## config.mk

```make
export PLATFORM = sky130hd
export DESIGN_NAME = calibration_view_robust_average
export DESIGN_NICKNAME = d
export VERILOG_FILES = /design/src/design/cvra_pkg.sv /design/src/design/cvra_cfg.sv /design/src/design/cvra_div.sv /design/src/design/calibration_view_robust_average.sv
export SDC_FILE = /design/constraint.sdc
export NUM_CORES = 2
export LEC_CHECK = 0
export BUFFER_PORTS_ARGS = -buffer_cell sky130_fd_sc_hd__buf_4
export CAP_MARGIN = 0
export CELL_PAD_IN_SITES_DETAIL_PLACEMENT = 1
export CELL_PAD_IN_SITES_GLOBAL_PLACEMENT = 1
export CORE_MARGIN = 2
export CORE_UTILIZATION = 40
export DETAILED_ROUTE_END_ITERATION = 6
export HOLD_SLACK_MARGIN = 0.03
export PLACE_DENSITY = 0.71
export SKIP_LAST_GASP = 1
export SYNTH_ARGS = -nofsm -noshare
export SYNTH_HDL_FRONTEND = slang
export SYNTH_SLANG_ARGS = --single-unit
```

## constraint.sdc

```tcl
create_clock -name clk -period 15.2 [get_ports clk]
set_input_delay 3.04 -clock clk [delete_from_list [all_inputs] [get_ports clk]]
set_output_delay 3.04 -clock clk [all_outputs]
set_load 0.01 [all_outputs]
```

## src/design/cvra_pkg.sv

```systemverilog
// shared types and constants of the calibration view robust average
`timescale 1ns / 1ps

package cvra_pkg;

	localparam int SAMPLE_FIELDS    = 4;
	localparam int SAMPLES_PER_LOOK = 4;
	localparam int SAMPLE_W         = 16;
	localparam int CNT_W            = 3;
	localparam int SUM_W            = 18;
	localparam int CFG_IDX_W        = 3;
	localparam int IN_DATA_W        = SAMPLE_FIELDS * SAMPLE_W;
	localparam int OUT_DATA_W       = 24;

	// floor(x / 3) = (x * ceil(2^19 / 3)) >> 19 for every 18-bit x
	localparam int DIV3_SHIFT = 19;
	localparam logic [SUM_W-1:0] DIV3_MUL = SUM_W'(174763);

	typedef enum logic [CFG_IDX_W-1:0] {
		REG_SPACE_LOW  = 3'd0,
		REG_SPACE_HIGH = 3'd1,
		REG_BB_LOW     = 3'd2,
		REG_BB_HIGH    = 3'd3,
		REG_DEV_LIMIT  = 3'd4
	} cfg_reg_t;

	typedef struct packed {
		logic [SAMPLE_W-1:0] space_low;
		logic [SAMPLE_W-1:0] space_high;
		logic [SAMPLE_W-1:0] bb_low;
		logic [SAMPLE_W-1:0] bb_high;
		logic [SAMPLE_W-1:0] dev_limit;
	} limits_t;

endpackage

```

## src/design/cvra_cfg.sv

```systemverilog
// configuration register file: view limits and deviation limit
`timescale 1ns / 1ps

module cvra_cfg (
	input  logic                           clk,
	input  logic                           arst_n,
	input  logic                           cfg_valid,
	output logic                           cfg_ready,
	input  logic [cvra_pkg::CFG_IDX_W-1:0] cfg_index,
	input  logic [cvra_pkg::SAMPLE_W-1:0]  cfg_data,
	output cvra_pkg::limits_t              limits
);
	import cvra_pkg::*;

	limits_t lim_q;

	assign cfg_ready = 1'b1;
	assign limits    = lim_q;

	always_ff @(posedge clk or negedge arst_n) begin
		if (!arst_n) begin
			lim_q.space_low  <= '0;
			lim_q.space_high <= '1;
			lim_q.bb_low     <= '0;
			lim_q.bb_high    <= '1;
			lim_q.dev_limit  <= '1;
		end else if (cfg_valid) begin
			// indexes past the list are dropped
			unique case (cfg_reg_t'(cfg_index))
				REG_SPACE_LOW:  lim_q.space_low  <= cfg_data;
				REG_SPACE_HIGH: lim_q.space_high <= cfg_data;
				REG_BB_LOW:     lim_q.bb_low     <= cfg_data;
				REG_BB_HIGH:    lim_q.bb_high    <= cfg_data;
				REG_DEV_LIMIT:  lim_q.dev_limit  <= cfg_data;
				default: ;
			endcase
		end
	end

endmodule

```

## src/design/cvra_div.sv

```systemverilog
// truncating divide of a sample sum by a count of zero to four
`timescale 1ns / 1ps

module cvra_div (
	input  logic [cvra_pkg::SUM_W-1:0]    sum,
	input  logic [cvra_pkg::CNT_W-1:0]    cnt,
	output logic [cvra_pkg::SAMPLE_W-1:0] quot
);
	import cvra_pkg::*;

	logic [2*SUM_W-1:0] prod;

	assign prod = sum * DIV3_MUL;

	always_comb begin
		unique case (cnt)
			CNT_W'(1): quot = sum[SAMPLE_W-1:0];
			CNT_W'(2): quot = sum[SAMPLE_W:1];
			CNT_W'(3): quot = prod[DIV3_SHIFT +: SAMPLE_W];
			CNT_W'(4): quot = sum[SAMPLE_W+1:2];
			default:   quot = '0;
		endcase
	end

endmodule

```

## src/design/calibration_view_robust_average.sv

```systemverilog
// throughput: one look per cycle while the output takes words, six stages with valid bits
// stalls from the output collapse bubbles stage by stage, nothing is dropped or repeated
// reset: arst_n clears all valid bits and loads limits 0 / 65535 and deviation 65535
`timescale 1ns / 1ps

module calibration_view_robust_average #(
	parameter int SAMPLES_PER_LOOK = cvra_pkg::SAMPLES_PER_LOOK
) (
	input  logic                            clk,
	input  logic                            arst_n,
	input  logic                            s_tvalid,
	output logic                            s_tready,
	// view_sample_0, view_sample_1, view_sample_2, view_sample_3
	input  logic [cvra_pkg::IN_DATA_W-1:0]  s_tdata,
	// view_kind
	input  logic                            s_tuser,
	output logic                            m_tvalid,
	input  logic                            m_tready,
	// view_average, in_range_count, kept_count, zero pad
	output logic [cvra_pkg::OUT_DATA_W-1:0] m_tdata,
	input  logic                            cfg_valid,
	output logic                            cfg_ready,
	input  logic [cvra_pkg::CFG_IDX_W-1:0]  cfg_index,
	input  logic [cvra_pkg::SAMPLE_W-1:0]   cfg_data
);
	import cvra_pkg::*;

	localparam int USED = (SAMPLES_PER_LOOK < SAMPLE_FIELDS) ? SAMPLES_PER_LOOK : SAMPLE_FIELDS;

	limits_t limits;

	logic v_s1, v_s2, v_s3, v_s4, v_s5, v_s6;
	logic en1, en2, en3, en4, en5, en6;

	logic [SAMPLE_W-1:0]      smp_s1 [SAMPLE_FIELDS];
	logic [SAMPLE_FIELDS-1:0] pass_s1;
	logic [SAMPLE_W-1:0]      smp_s2 [SAMPLE_FIELDS];
	logic [SAMPLE_FIELDS-1:0] pass_s2;
	logic [SUM_W-1:0]         sum1_s2;
	logic [CNT_W-1:0]         nin_s2;
	logic [SAMPLE_W-1:0]      smp_s3 [SAMPLE_FIELDS];
	logic [SAMPLE_FIELDS-1:0] pass_s3;
	logic [CNT_W-1:0]         nin_s3;
	logic [SAMPLE_W-1:0]      mean1_s3;
	logic [SAMPLE_W-1:0]      smp_s4 [SAMPLE_FIELDS];
	logic [SAMPLE_FIELDS-1:0] keep_s4;
	logic [CNT_W-1:0]         nin_s4;
	logic [SAMPLE_W-1:0]      mean1_s4;
	logic [SUM_W-1:0]         sum2_s5;
	logic [CNT_W-1:0]         nkeep_s5, nin_s5;
	logic [SAMPLE_W-1:0]      mean1_s5;
	logic [SAMPLE_W-1:0]      avg_s6;
	logic [CNT_W-1:0]         nkeep_s6, nin_s6;

	logic [SAMPLE_W-1:0]      lo, hi;
	logic [SAMPLE_FIELDS-1:0] pass_d, keep_d;
	logic [SUM_W-1:0]         sum1_d, sum2_d;
	logic [CNT_W-1:0]         nin_d, nkeep_d;
	logic [SAMPLE_W-1:0]      mean1_d, mean2_d;
	logic [SAMPLE_W-1:0]      diff;

	cvra_cfg u_cfg (
		.clk       (clk),
		.arst_n    (arst_n),
		.cfg_valid (cfg_valid),
		.cfg_ready (cfg_ready),
		.cfg_index (cfg_index),
		.cfg_data  (cfg_data),
		.limits    (limits)
	);

	// a stage moves when it is empty or the next one moves
	assign en6      = !v_s6 || m_tready;
	assign en5      = !v_s5 || en6;
	assign en4      = !v_s4 || en5;
	assign en3      = !v_s3 || en4;
	assign en2      = !v_s2 || en3;
	assign en1      = !v_s1 || en2;
	assign s_tready = en1;

	always_ff @(posedge clk or negedge arst_n) begin
		if (!arst_n) begin
			v_s1 <= 1'b0;
			v_s2 <= 1'b0;
			v_s3 <= 1'b0;
			v_s4 <= 1'b0;
			v_s5 <= 1'b0;
			v_s6 <= 1'b0;
		end else begin
			if (en1) v_s1 <= s_tvalid;
			if (en2) v_s2 <= v_s1;
			if (en3) v_s3 <= v_s2;
			if (en4) v_s4 <= v_s3;
			if (en5) v_s5 <= v_s4;
			if (en6) v_s6 <= v_s5;
		end
	end

	// stage 1: gross limit check
	always_comb begin
		lo = s_tuser ? limits.bb_low  : limits.space_low;
		hi = s_tuser ? limits.bb_high : limits.space_high;
		for (int i = 0; i < SAMPLE_FIELDS; i++) begin
			pass_d[i] = (i < USED) && (s_tdata[i*SAMPLE_W +: SAMPLE_W] > lo)
				&& (s_tdata[i*SAMPLE_W +: SAMPLE_W] < hi);
		end
	end

	always_ff @(posedge clk) begin
		if (en1 && s_tvalid) begin
			for (int i = 0; i < SAMPLE_FIELDS; i++) begin
				smp_s1[i] <= s_tdata[i*SAMPLE_W +: SAMPLE_W];
			end
			pass_s1 <= pass_d;
		end
	end

	// stage 2: first sum and count
	always_comb begin
		sum1_d = '0;
		nin_d  = '0;
		for (int i = 0; i < SAMPLE_FIELDS; i++) begin
			if (pass_s1[i]) begin
				sum1_d = sum1_d + SUM_W'(smp_s1[i]);
				nin_d  = nin_d + CNT_W'(1);
			end
		end
	end

	always_ff @(posedge clk) begin
		if (en2 && v_s1) begin
			smp_s2  <= smp_s1;
			pass_s2 <= pass_s1;
			sum1_s2 <= sum1_d;
			nin_s2  <= nin_d;
		end
	end

	// stage 3: first mean
	cvra_div u_div1 (
		.sum  (sum1_s2),
		.cnt  (nin_s2),
		.quot (mean1_d)
	);

	always_ff @(posedge clk) begin
		if (en3 && v_s2) begin
			smp_s3   <= smp_s2;
			pass_s3  <= pass_s2;
			nin_s3   <= nin_s2;
			mean1_s3 <= mean1_d;
		end
	end

	// stage 4: deviation check against the first mean
	always_comb begin
		diff = '0;
		for (int i = 0; i < SAMPLE_FIELDS; i++) begin
			diff      = (smp_s3[i] > mean1_s3) ? (smp_s3[i] - mean1_s3) : (mean1_s3 - smp_s3[i]);
			keep_d[i] = pass_s3[i] && (diff <= limits.dev_limit);
		end
	end

	always_ff @(posedge clk) begin
		if (en4 && v_s3) begin
			smp_s4   <= smp_s3;
			keep_s4  <= keep_d;
			nin_s4   <= nin_s3;
			mean1_s4 <= mean1_s3;
		end
	end

	// stage 5: survivor sum and count
	always_comb begin
		sum2_d  = '0;
		nkeep_d = '0;
		for (int i = 0; i < SAMPLE_FIELDS; i++) begin
			if (keep_s4[i]) begin
				sum2_d  = sum2_d + SUM_W'(smp_s4[i]);
				nkeep_d = nkeep_d + CNT_W'(1);
			end
		end
	end

	always_ff @(posedge clk) begin
		if (en5 && v_s4) begin
			sum2_s5  <= sum2_d;
			nkeep_s5 <= nkeep_d;
			nin_s5   <= nin_s4;
			mean1_s5 <= mean1_s4;
		end
	end

	// stage 6: survivor mean, first mean stands when nothing survives
	cvra_div u_div2 (
		.sum  (sum2_s5),
		.cnt  (nkeep_s5),
		.quot (mean2_d)
	);

	always_ff @(posedge clk) begin
		if (en6 && v_s5) begin
			avg_s6   <= (nkeep_s5 != '0) ? mean2_d : mean1_s5;
			nin_s6   <= nin_s5;
			nkeep_s6 <= nkeep_s5;
		end
	end

	assign m_tvalid = v_s6;
	assign m_tdata  = {{(OUT_DATA_W - SAMPLE_W - 2*CNT_W){1'b0}}, nkeep_s6, nin_s6, avg_s6};

`ifndef NO_ASSERTIONS
	a_kept_le_range: assert property (@(posedge clk) disable iff (!arst_n)
		v_s6 |-> (nkeep_s6 <= nin_s6))
		else $error("kept count exceeds in-range count");

	a_empty_zero: assert property (@(posedge clk) disable iff (!arst_n)
		(v_s6 && (nin_s6 == '0)) |-> (avg_s6 == '0))
		else $error("nonzero average with no sample in range");

	a_range_bound: assert property (@(posedge clk) disable iff (!arst_n)
		v_s2 |-> (nin_s2 <= CNT_W'(USED)))
		else $error("in-range count exceeds used samples");

	a_stall_hold: assert property (@(posedge clk) disable iff (!arst_n)
		(v_s5 && !en5) |=> (v_s5 && $stable(sum2_s5) && $stable(nkeep_s5)))
		else $error("stalled stage lost its word");
`endif

endmodule

```

Yosys cells after proc, flatten, opt, wreduce, memory -nomap -nowiden
Cells that the tools add are included.
{"block": "op_classes", "n_addsub": 20, "n_mul": 2, "n_lt_le_gt_ge": 16, "eq_ne": 12, "n_mux": 25, "reduce_logical": 33}
{"cell": "16-bit two-way mux", "n": 9}
{"cell": "16-bit > comparator", "n": 8}
{"cell": "16-bit case mux with 4 select lines", "n": 2}
{"cell": "16-bit subtractor", "n": 8}
{"cell": "18-bit by 16-bit adder with 18-bit output", "n": 6}
{"cell": "18-bit two-way mux", "n": 6}
{"cell": "18-bit by 18-bit multiplier with 35-bit output (second input constant)", "n": 2}
{"cell": "16-bit less-or-equal comparator", "n": 4}
{"cell": "16-bit < comparator", "n": 4}
{"cell": "3-bit by 1-bit adder with 3-bit output (second input constant)", "n": 6}
{"cell": "3-bit by 2-bit equality test with 1-bit output (second input constant)", "n": 6}
{"cell": "3-bit two-way mux", "n": 6}
{"cell": "1-bit logical AND", "n": 14}
{"cell": "2-bit AND reduction", "n": 5}
{"cell": "3-bit by 1-bit equality test with 1-bit output (second input constant)", "n": 3}
{"cell": "3-bit equality test (second input constant)", "n": 3}
{"cell": "1-bit logical NOT", "n": 6}
{"cell": "1-bit logical OR", "n": 6}
{"cell": "3-bit logical NOT", "n": 1}
{"cell": "3-bit nonzero test", "n": 1}
{"cell": "1-bit two-way mux", "n": 2}
{"block": "word_totals", "ff_bits": 479, "inputBits": 89, "out_inout_bits": 27, "word_cells": 152}

Longest topological paths before layout
{"block": "logic_depth", "word_depth": 8, "ltp_mapped": 30}

Hierarchy
A second synthesis with hierarchy kept.
{"block": "unflattened", "cells_unflattened": 4189, "area_unflattened_um2": 44114.8}
{"mod": "calibration_view_robust_average", "instances": 1, "cells_each": 2607, "area_each_um2": 28391.0, "seq_area_each_um2": 11951.5}
{"mod": "cvra_div at u_div2", "instances": 1, "cells_each": 711, "area_each_um2": 6312.3, "seq_area_each_um2": 0.0}
{"mod": "cvra_div at u_div1", "instances": 1, "cells_each": 696, "area_each_um2": 6289.8, "seq_area_each_um2": 0.0}
{"mod": "cvra_cfg", "instances": 1, "cells_each": 175, "area_each_um2": 3121.7, "seq_area_each_um2": 2062.0}

Worst setup path before layout
No wires, ideal clock.
{"block": "synth_timing", "path_type": "input to register", "startpoint": "in m_tready", "endpoint": "reg keep_s4[0], enable pin", "setup_time_ns": 0.584, "arrival_time_ns": 7.515, "required_ns": 14.616, "slack_ns": 7.101, "stages": 2, "path_buffers": 0, "path_cell_list": "nor2b_1 a31oi_1"}
{"block": "synth_between", "elab_chain_cells": 4}
{"item": "start, declared", "line": "calibration_view_robust_average.sv:18", "text": "input logic m_tready,"}
{"item": "1-bit logical OR", "line": "calibration_view_robust_average.sv:73", "text": "assign en6 = !v_s6 || m_tready;"}
{"item": "1-bit logical OR", "line": "calibration_view_robust_average.sv:74", "text": "assign en5 = !v_s5 || en6;"}
{"item": "1-bit logical OR", "line": "calibration_view_robust_average.sv:75", "text": "assign en4 = !v_s4 || en5;"}
{"item": "1-bit logical AND", "line": "calibration_view_robust_average.sv:165", "text": "if (en4 && v_s3) begin"}
{"item": "end signal, assigned", "line": "calibration_view_robust_average.sv:167", "text": "keep_s4 <= keep_d;"}
{"item": "end, declared", "line": "calibration_view_robust_average.sv:46", "text": "logic [SAMPLE_FIELDS-1:0] keep_s4;"}
Every way passes these cells.
A chain may end at the register's enable or synchronous reset.

Worst setup path after layout
{"block": "layout_timing", "startpoint": "in m_tready", "endpoint": "out s_tready"}
{"block": "layout_between", "elab_chain_cells": 6}
{"item": "1-bit logical OR", "line": "calibration_view_robust_average.sv:73"}
{"item": "1-bit logical OR", "line": "calibration_view_robust_average.sv:74"}
{"item": "1-bit logical OR", "line": "calibration_view_robust_average.sv:75"}
{"item": "1-bit logical OR", "line": "calibration_view_robust_average.sv:76", "text": "assign en3 = !v_s3 || en4;"}
{"item": "1-bit logical OR", "line": "calibration_view_robust_average.sv:77", "text": "assign en2 = !v_s2 || en3;"}
{"item": "1-bit logical OR", "line": "calibration_view_robust_average.sv:78", "text": "assign en1 = !v_s1 || en2;"}
{"item": "end, declared", "line": "calibration_view_robust_average.sv:12", "text": "output logic s_tready,"}
Every way passes these cells.

==> impl_results.md <==
* Status: finished clean
* Biggest area consumer among synthesized cells: edfxtp_1
* WS Path Type: in -> out
* Initial Util at a little over 40%
* Final Setup Violations at 0
* Reg2Reg Launch Point: sum2_s5[1]$_DFFE_PP_
* Placed Instances at between 5000 and 6000
* Primary FF master, synth: edfxtp_1
* Row cnt at 120
* DP Worst Slack at about 7.7 ns
* Num CTS Buffers at 55
* Synth Area per Inst at roughly 11 um^2
* Ranking of synthesized cells by area: edfxtp_1 (27%), ha_1 (21%), fa_1 (11%), inv_1 (5.4%), mux2_2 (3.2%)
* Max cap viols at 0
* Residual DRC count at 0
* GPL Wtd Cong at ~0.94
* GRT Resource Usage Total at between 20 and 25%
* Num ports at 116
* Syn. warnings at 0
* Final WL at about 130000 um
* Clk Latency, worst-skew pair at 0.70 ns
* Sequential fraction of the synthesis area at 32.5%
* Most frequent cells after synthesis: ha_1 (717), inv_1 (625), edfxtp_1 (393)
* Vias per cell at about 5.5
* RSZ-0062 raised after global routing: no
* Area growth from synthesis to layout at 10.2%
* Pre-Repair DR Iteration Count at 7
* Worst setup SP type: input port
* Fin. max-slew vios at 0
* Async SR Flop Fraction at between 10% and 20%
* Post-synthesis register bit count at ~480
* Capturing point of the worst reg2reg path: avg_s6[14]$_DFFE_PP_
* Final Util at 44.5%
* Clock-pin slew on the worst setup and hold paths at roughly 0.060 ns
* Fillers at between 10000 and 15000
* Via count of the first global-routing pass at 33600
* R2R setup slack at 8.26 ns
* Postcts setup bufs at 0
* Fmax at 0.134 GHz
* Tightest Pin Transition at approximately 1.1 ns
* CP Max Fanout at 7
* Count leader, synth: ha_1
* CP Capture Point: s_tready
* Critical Path Stages at 6
* Unique cell type count in the Yosys netlist at 83
* CTS tree: done
* Max Root-Sink Buffers at 3
* Die height at ~330 um
* Total global routing overflow at 0
* Critical-path cell list: buf_4, nor2b_1, nand3_1, nor2_1, nand3_1, buf_4
* Crit path time final at 7.47 ns
* Layout Cells excl Fill at between 5000 and 6000
* FF-to-FF path depth at 22
* Clock Sink Count at 479
* Max stage delay on crit path at slightly below 0.6 ns
* Initial antenna violation count at 1
* Top-area cell type share of the netlist area at 27.3%
* Final Cycle Share at about 49%
* Post-DP HPWL at between 100000 and 150000 um
* CP arrival at 4.43 ns
* Layout Skew at 0.105 ns
* Die W at approximately 330 um
* Global-route wire length before repair at between 150000 and 200000 um
* Root Buffer: clkbuf_16
* Worst path slowest cell: nor2b_1
* Min-Delay Path Class: reg -> reg
* Worst setup margin at just under 8 ns
* Mapped Area at around 43000 um^2
* Slew HR at around 27%
* Fin. Hold Viols at 0
* Routed vias at around 31000
* CTS Hold Bufs at 0
* Antenna viol nets, final at 0
* Layout cells sized above 1 at approximately 10%
* DRT iter0 DRCs at 1681
* Mapped Cells at 4087
* Crit path from: m_tready
* Setup TNS Final at 0 ns
* Pin count of the biggest net entering global routing at between 70 and 80
* Crit. End Element: primary output
* CP delay by family, top: simple AND/OR/NAND/NOR gates
* Wirelength per Cell at between 20 and 25 um
* H-Tree Depth at 2
* N_diodes at 0
* Req. time, crit path at 12.16 ns
* Die ar. at about 110000 um^2
* Layout Nets at about 5200
* Core area at about 110000 um^2
* Number of port buffers at 112
* WP buf/inv at 2
* Post-synth EDFFs at 393
* Post-CTS sizing at 0
-- cell usage in the layout, fill, tap and decap left out, types with 24 or more instances in the layout --
cell and instances:
nor2_1 149, mux2i_1 87, o21a_1 70, nand4_1 55, nor3_1 51, fa_1 231, a21o_1 132, xor2_1 58
o21ai_0 161, and2_1 37, dfrtp_1 38, nand2b_1 41, nor2b_1 58, xnor2_1 114, mux2_2 123, dfstp_2 48
a21oi_1 247, edfxtp_1 393, inv_1 625, nand2_1 180, ha_1 717, nand3_1 53, a211oi_1 24, clkbuf_16 55
buf_4 141
-- worst reg2reg max path: cells and delay by family (launching register included) --
family	cells	cell delay, ns
XOR/XNOR	1	0.33
flip-flops	1	0.58
AND/OR/NAND/NOR	3	0.40
AO/OA/AOI/OAI	7	1.80
adder cells (fa/ha/maj)	7	3.15
buffers and inverters	3	0.15
multiplexers	1	0.37
-- through the flow --
stage                     cell area [um^2]  hold WS [ns]
after floorplan                      43200         0.400
after global placement               45700         0.401
after detailed placement             45700         0.406
after CTS                            47600         0.354
after global routing                 47600         0.375
final                                47600         0.373
-- cells by family (layout without fill, tap and decap cells) --
group / Yosys count / in the layout / share of synthesized area, %
other: 2 / 3 / 0.0174
AND/OR/NAND/NOR: 701 / 701 / 8.03
XOR/XNOR: 172 / 172 / 3.49
buffers and inverters: 715 / 874 / 6.29
flip-flops: 479 / 479 / 32.5
adder cells (fa/ha/maj): 950 / 950 / 31.5
AO/OA/AOI/OAI: 857 / 857 / 12.9
multiplexers: 211 / 211 / 5.28
-- flip-flops by register name, indices dropped and copies added, names as in the netlist, 18 cells and up --
name,flops
sum1_s2,18
smp_s3,64
smp_s2,64
sum2_s5,18
smp_s1,64
u_cfg.limits,80
smp_s4,64
-- metal layers --
layer | vias to the layer above | routed length, um | GRT usage (%)
met5 | - | 0 | 0
met4 | 0 | 5640 | 9.02
met3 | 227 | 4270 | 2.32
met2 | 615 | 61500 | 39.9
met1 | 15500 | 56300 | 29.9
li1 | 14600 | - | -
-- cell type report --
type                    count  area [um^2]  area share [%]
clock buffers              62         1400            2.95
well taps                1403         1760            3.69
inverters                 629         2360            4.96
multi-input cells        2894        26500            55.7
repair buffers            141         1060            2.22
clock inverters            42          504            1.06
flip-flops and latches    479        14000            29.4
-- worst min-delay path by stage --
stage / from / to / cells past startpoint
6_report: nin_s3[1]$_DFFE_PP_ / nin_s4[1]$_DFFE_PP_ / 0
5_1_grt: nin_s3[1]$_DFFE_PP_ / nin_s4[1]$_DFFE_PP_ / 0
4_1_cts: nin_s3[1]$_DFFE_PP_ / nin_s4[1]$_DFFE_PP_ / 0
3_5_place_dp: mean1_s4[11]$_DFFE_PP_ / mean1_s5[11]$_DFFE_PP_ / 0
3_3_place_gp: nin_s3[0]$_DFFE_PP_ / nin_s4[0]$_DFFE_PP_ / 0
2_1_floorplan: mean1_s4[0]$_DFFE_PP_ / mean1_s5[0]$_DFFE_PP_ / 0
Power is left out: the tool's default activity adds up to more than one toggle a clock period on the data nets, which glitch-free logic cannot reach.
